$ cat src/rtl/core/dcs_pkg.sv
// Shared types and constants for the difference constraint solver.
// No dependencies.
package dcs_pkg;

   typedef enum logic [1:0] {
      STATUS_OK       = 2'd0,
      STATUS_NEGCYCLE = 2'd1,
      STATUS_OVERFLOW = 2'd2
   } status_type;

   localparam logic CMD_LOAD  = 1'b0;
   localparam logic CMD_SOLVE = 1'b1;

   localparam int NodeW  = 7;
   localparam int WeightW = 16;
   localparam int DistW  = 32;

   typedef enum logic [3:0] {
      ST_IDLE,
      ST_INIT,
      ST_PASS_START,
      ST_EDGE_RD,
      ST_SRC_RD,
      ST_RELAX,
      ST_PASS_END,
      ST_EMIT_RD,
      ST_EMIT,
      ST_EMIT_ONE
   } state_type;

endpackage

$ cat src/rtl/core/dcs_node_mem.sv
// Node table: distance and hop count per node, one write and one read port.
// Depends on dcs_pkg.
module dcs_node_mem #(
   parameter int Depth = 64,
   parameter int AddrW = 6,
   parameter int HopW = 8
) (
   input  logic                          clock,
   input  logic                          wr_en,
   input  logic [AddrW-1:0]              wr_addr,
   input  logic [dcs_pkg::DistW+HopW-1:0] wr_data,
   input  logic [AddrW-1:0]              rd_addr,
   output logic [dcs_pkg::DistW+HopW-1:0] rd_data
);
   logic [dcs_pkg::DistW+HopW-1:0] mem [Depth];

   // Registered read.
   always_ff @(posedge clock) begin
      if (wr_en) begin
         mem[wr_addr] <= wr_data;
      end
      rd_data <= mem[rd_addr];
   end
endmodule

$ cat config.mk
export PLATFORM = sky130hd
export DESIGN_NAME = dcs_node_mem
export DESIGN_NICKNAME = d
export VERILOG_FILES = /design/src/rtl/core/dcs_pkg.sv /design/src/rtl/core/dcs_node_mem.sv
export SDC_FILE = /design/constraint.sdc
export NUM_CORES = 2
export LEC_CHECK = 0
export ABC_AREA = 1
export BUFFER_PORTS_ARGS = -buffer_cell sky130_fd_sc_hd__clkbuf_2
export CORE_ASPECT_RATIO = 0.9
export CORE_MARGIN = 2
export CORE_UTILIZATION = 60
export CTS_CLUSTER_SIZE = 16
export DETAILED_ROUTE_END_ITERATION = 8
export GPL_ROUTABILITY_DRIVEN = 0
export PLACE_DENSITY = 0.73
export SLEW_MARGIN = 20
export SYNTH_ARGS = -nofsm -noshare
export SYNTH_HDL_FRONTEND = slang
export SYNTH_SLANG_ARGS = --single-unit
$ cat constraint.sdc
create_clock -name clock -period 11.7 [get_ports clock]
set_clock_uncertainty 0.15 [all_clocks]
set_input_delay 0 -clock clock [delete_from_list [all_inputs] [get_ports clock]]
set_output_delay 0 -clock clock [all_outputs]
set_load 0.01 [all_outputs]
# --- After elaboration in Yosys (flattened, before gate mapping) ---
# Memories as Yosys holds them, arrays and structs flattened. A register that Yosys moved wholly into a read port is not among the register bits.
# Index checks and enable logic that the tools add are counted.
classes:
  n_mux: 2
op_table:
  columns: ["operator", "count"]
  rows:
  - ["1-bit two-way mux", 2]
word_totals:
  ff_bits: 0
  mem_bits_rw: 2560
  inputBits: 54
  output_inout_bits: 40
  wordCells: 3
  mem_count: 1
memory_table:
  columns: ["name", "depth", "width", "rd", "rd_ports_with_merged_regs", "write_ports", "line", "text"]
  rows:
  - ["mem", 64, 40, 1, 1, 1, "dcs_node_mem.sv:15", "logic [dcs_pkg::DistW+HopW-1:0] mem [Depth];"]

# --- Longest topological paths before layout ---
logic_depth:
  ltp_word: 2
  mapped_depth: 12
  mapped_depth_nobuf: 9

# --- Worst setup path after synthesis ---
# Ideal clock, no wire load.
synth_timing:
  path_kind: "in2reg"
  startpoint: "in wr_en"
  endpoint: "mem mem[48][0] (netlist bit) (enable)"
  setup_time_ns: 0.538
  arrival_ns: 4.380
  required_time_ns: 11.012
  setup_slack_ns: 6.632
  path_stages: 3
  path_buffers: 1
  cell_sequence: "clkbuf_1 nand4_1 nor4_1"
synth_via:
  elab_chain_cells: 2
synth_lines:
  columns: ["item", "line", "text"]
  rows:
  - ["from (decl)", "dcs_node_mem.sv:9", "input logic wr_en,"]
  - ["1-bit two-way mux", "dcs_node_mem.sv:19", "if (wr_en) begin"]
  - ["1-bit two-way mux (not written as such)", "dcs_node_mem.sv:20", "mem[wr_addr] <= wr_data;"]
  - ["to (decl)", "dcs_node_mem.sv:15", null]
# No other way between the ends.

==> out/results.ini <==
[layout]
drive_gt1_share_pct = 7.54
fin_nets = 8486
fin_area_mm2 = 0.114
multiInputGateArea_mm2 = 0.0233
seq_area_mm2 = 0.0777
fillers = 12000
area_growth_pct = 10.5
layout_common_cells = nand2_1, edfxtp_1, nand3_1
final_common_cell = nand2_1

[sta]
setup_viol = 0
tightest_slew_ns = 1.22
rsz0062_at_grt = false
max_slew_margin_pct = 18.8
min_period_ns = 6.29
setup_tns_ns = 0
min_period_over_period_pct = 53.8
hold_viol = 0
timing.fmax_mhz = 159
slew_violations = 0

[routing]
drc = 0
wirelength_um = 288000
vias = 68600
dr.pass1.iters = 8
postRouteAntennaNets = 0
vias_per_cell = 6.28
drt_iter0_markers = 10600
wl_per_cell_um = 26.4

[grt]
track_usage_pct = 32.8
grt_overflow = 0
grt_pass1_wl_um = 419000
grt_max_degree = 217
grt_pass1_vias = 64900
antenna_found_initial = 16

[setup_path]
cp.required_ns = 12.37
startpoint_type = input port
worstPathCellList = dlygate4sd3_1 > buf_8 > inv_8 > buf_4 > buf_16 > buf_12 > nand2_1 > nand3_1 > dlygate4sd3_1 > nand3_1 > dlygate4sd3_1 > nand3_1 > dlygate4sd3_1 > nand3_1 > dlygate4sd3_1 > nand2_1 > nand2_1 > nand2_1 > dlygate4sd3_1
worstPathArrival_ns = 6.96
cp-end-kind = register
cp_top_family = buffers and inverters
cp-startpoint = rd_addr[0]
cp_num_cells = 19
cp_max_fo = 188
endpoint = rd_data[14]
cp_slowest_stage_delay_ns = 0.71
regToRegStartpoint = mem[14][14]
reg2regPathDepth = 13
timing.rr.end = rd_data[14]
ff2ff_setup_slack_ns = 7.59
cp_slowest_cell = inv_8
crit_top_cell = dlygate4sd3_1
critPathBufInv = 11
crit_type = in2reg

[pwr]
swShare_pct = 22.3
ir_worst_vdd_v = 0.000163
internal_power_uw = 14900
pwr-share-comb_pct = 5.9
p_seq_share_pct = 54.2
clkPwrFrac_pct = 39.9
powerDensity_mw_per_mm2 = 168
net-switching-power_uw = 4280
leakagePower_uw = 0.0401

[yosys]
ys_ff_latch = 2600
syn_inst = 8445
ys_warn_count = 0
syn_avg_cell_area_um2 = 12.2
ys_seq_area_share_pct = 75.3
synth.net_count = 8499
yosys.cell_types.count = 14
syn-cell-area_mm2 = 0.103

[floorplan]
die-area_mm2 = 0.175
ios = 94
core_area_mm2 = 0.171
rows = 144
die_h_um = 397
floorplan.initialDensity_pct = 60.3
fp.dieW_um = 441

[clock_tree]
cts_made_buffers = 236
worstSkewPairLatency_ns = 0.89
htreeDepth = 4
cts-resized-gates = 0
postCtsHoldBufs = 58
cts_setup_buffers = 0
clk_pin_slew_ns = 0.06
cts_max_path_buffers = 3
clock_sinks = 2600
root_buffer = clkbuf_16
cts_tree = built

[run_status]
status = complete, no violations

[place]
numPortBuffers = 93
hpwl_um = 137000
dpl_cell_area_mm2 = 0.106

[run]
cap_violations = 0

[hold_path]
hold_path_class = in2reg

[cells by family (layout without fill, tap and decap cells)]
group,after synthesis,in the layout,synth area share (%)
simple gates,5272,5272,22.1
flops,2600,2600,75.3
buf+inv,573,770,2.58
other cells,0,8,0
[worst min-delay path by stage]
stage | startpoint | to | slack [ns] | cells past startpoint
floorplan | wr_data[0] | mem[0][0] | -0.05 | 0
global placement | rd_data[32] | rd_data[32] | 0.24 | 1
detailed placement | rd_data[25] | rd_data[25] | 0.24 | 1
CTS | wr_data[24] | mem[15][24] | 0.004 | 1
global route | wr_en | mem[48][32] | 0.09 | 4
finish | wr_en | mem[50][28] | 0.06 | 4
[metal layers]
| metal | up-vias | wire, um | share of wire [%] | GRT usage (%) |
|---|---|---|---|---|
| met4 | 12 | 15100 | 5.2 | 16.1 |
| met5 | - | 82 | 0.028 | 0 |
| li1 | 30100 | - | - | - |
| met3 | 744 | 36800 | 13 | 7.29 |
| met1 | 33000 | 105000 | 36 | 44.6 |
| met2 | 4712 | 132000 | 46 | 50.4 |
[area by class of cell]
cell class | count | share of cell area [%]
flip-flops and latches | 2600 | 68.1
multi-input cells | 5272 | 20.4
clock buffers | 331 | 5.76
well taps | 2263 | 2.48
repair buffers | 310 | 2.16
clock inverters | 117 | 0.963
inverters | 12 | 0.0680
diodes | 8 | 0.0176
[flip-flops by register name (all words and copies together), names as in the netlist]
| name | cells |
|---|---|
| rd_data | 40 |
| mem | 2560 |
[through the flow]
step | utilization, % | setup slack, ns | cells | total power, uW | hold WS [ns]
after floorplan | - | 6.63 | 8445 | 11200 | -0.0511
after global placement | 61.8 | 7.18 | 10400 | 11600 | 0.238
after detailed placement | 61.8 | 7.16 | 10400 | 11700 | 0.237
after CTS | 66.6 | 5.57 | 10900 | 19100 | 0.00408
after global routing | 66.7 | 5.22 | 10900 | 19600 | 0.0910
final | 66.7 | 5.41 | 10900 | 19100 | 0.0647
[synth_stat cells (all sizes together)]
| master | count | area share, % |
|---|---|---|
| buf | 446 | 2.1 |
| clkbuf | 115 | 0.42 |
| clkinv | 1 | 0.0036 |
| dfxtp | 40 | 0.78 |
| edfxtp | 2560 | 75 |
| inv | 11 | 0.040 |
| nand2 | 2824 | 10 |
| nand3 | 2375 | 12 |
| nand4 | 9 | 0.055 |
| nor2 | 56 | 0.20 |
| nor4 | 8 | 0.049 |
[worst reg2reg max path: stages (launching register included)]
cell and delay (ns):
edfxtp_1 0.36, nand2_1 0.07, nand3_1 0.09, dlygate4sd3_1 0.60, nand3_1 0.08, dlygate4sd3_1 0.59
nand3_1 0.06, dlygate4sd3_1 0.59, nand3_1 0.06, dlygate4sd3_1 0.57, nand2_1 0.07, nand2_1 0.08
nand2_1 0.07, dlygate4sd3_1 0.56
[power by group through the flow]
stage / clock (uW) / combinational (uW) / sequential [uW]
after floorplan: 0 / 623 / 10500
after global placement: 0 / 1060 / 10600
after detailed placement: 0 / 1080 / 10600
after CTS: 7670 / 1110 / 10400
after global routing: 8030 / 1210 / 10400
final: 7640 / 1130 / 10400
(Power assumes the default switching activity.)
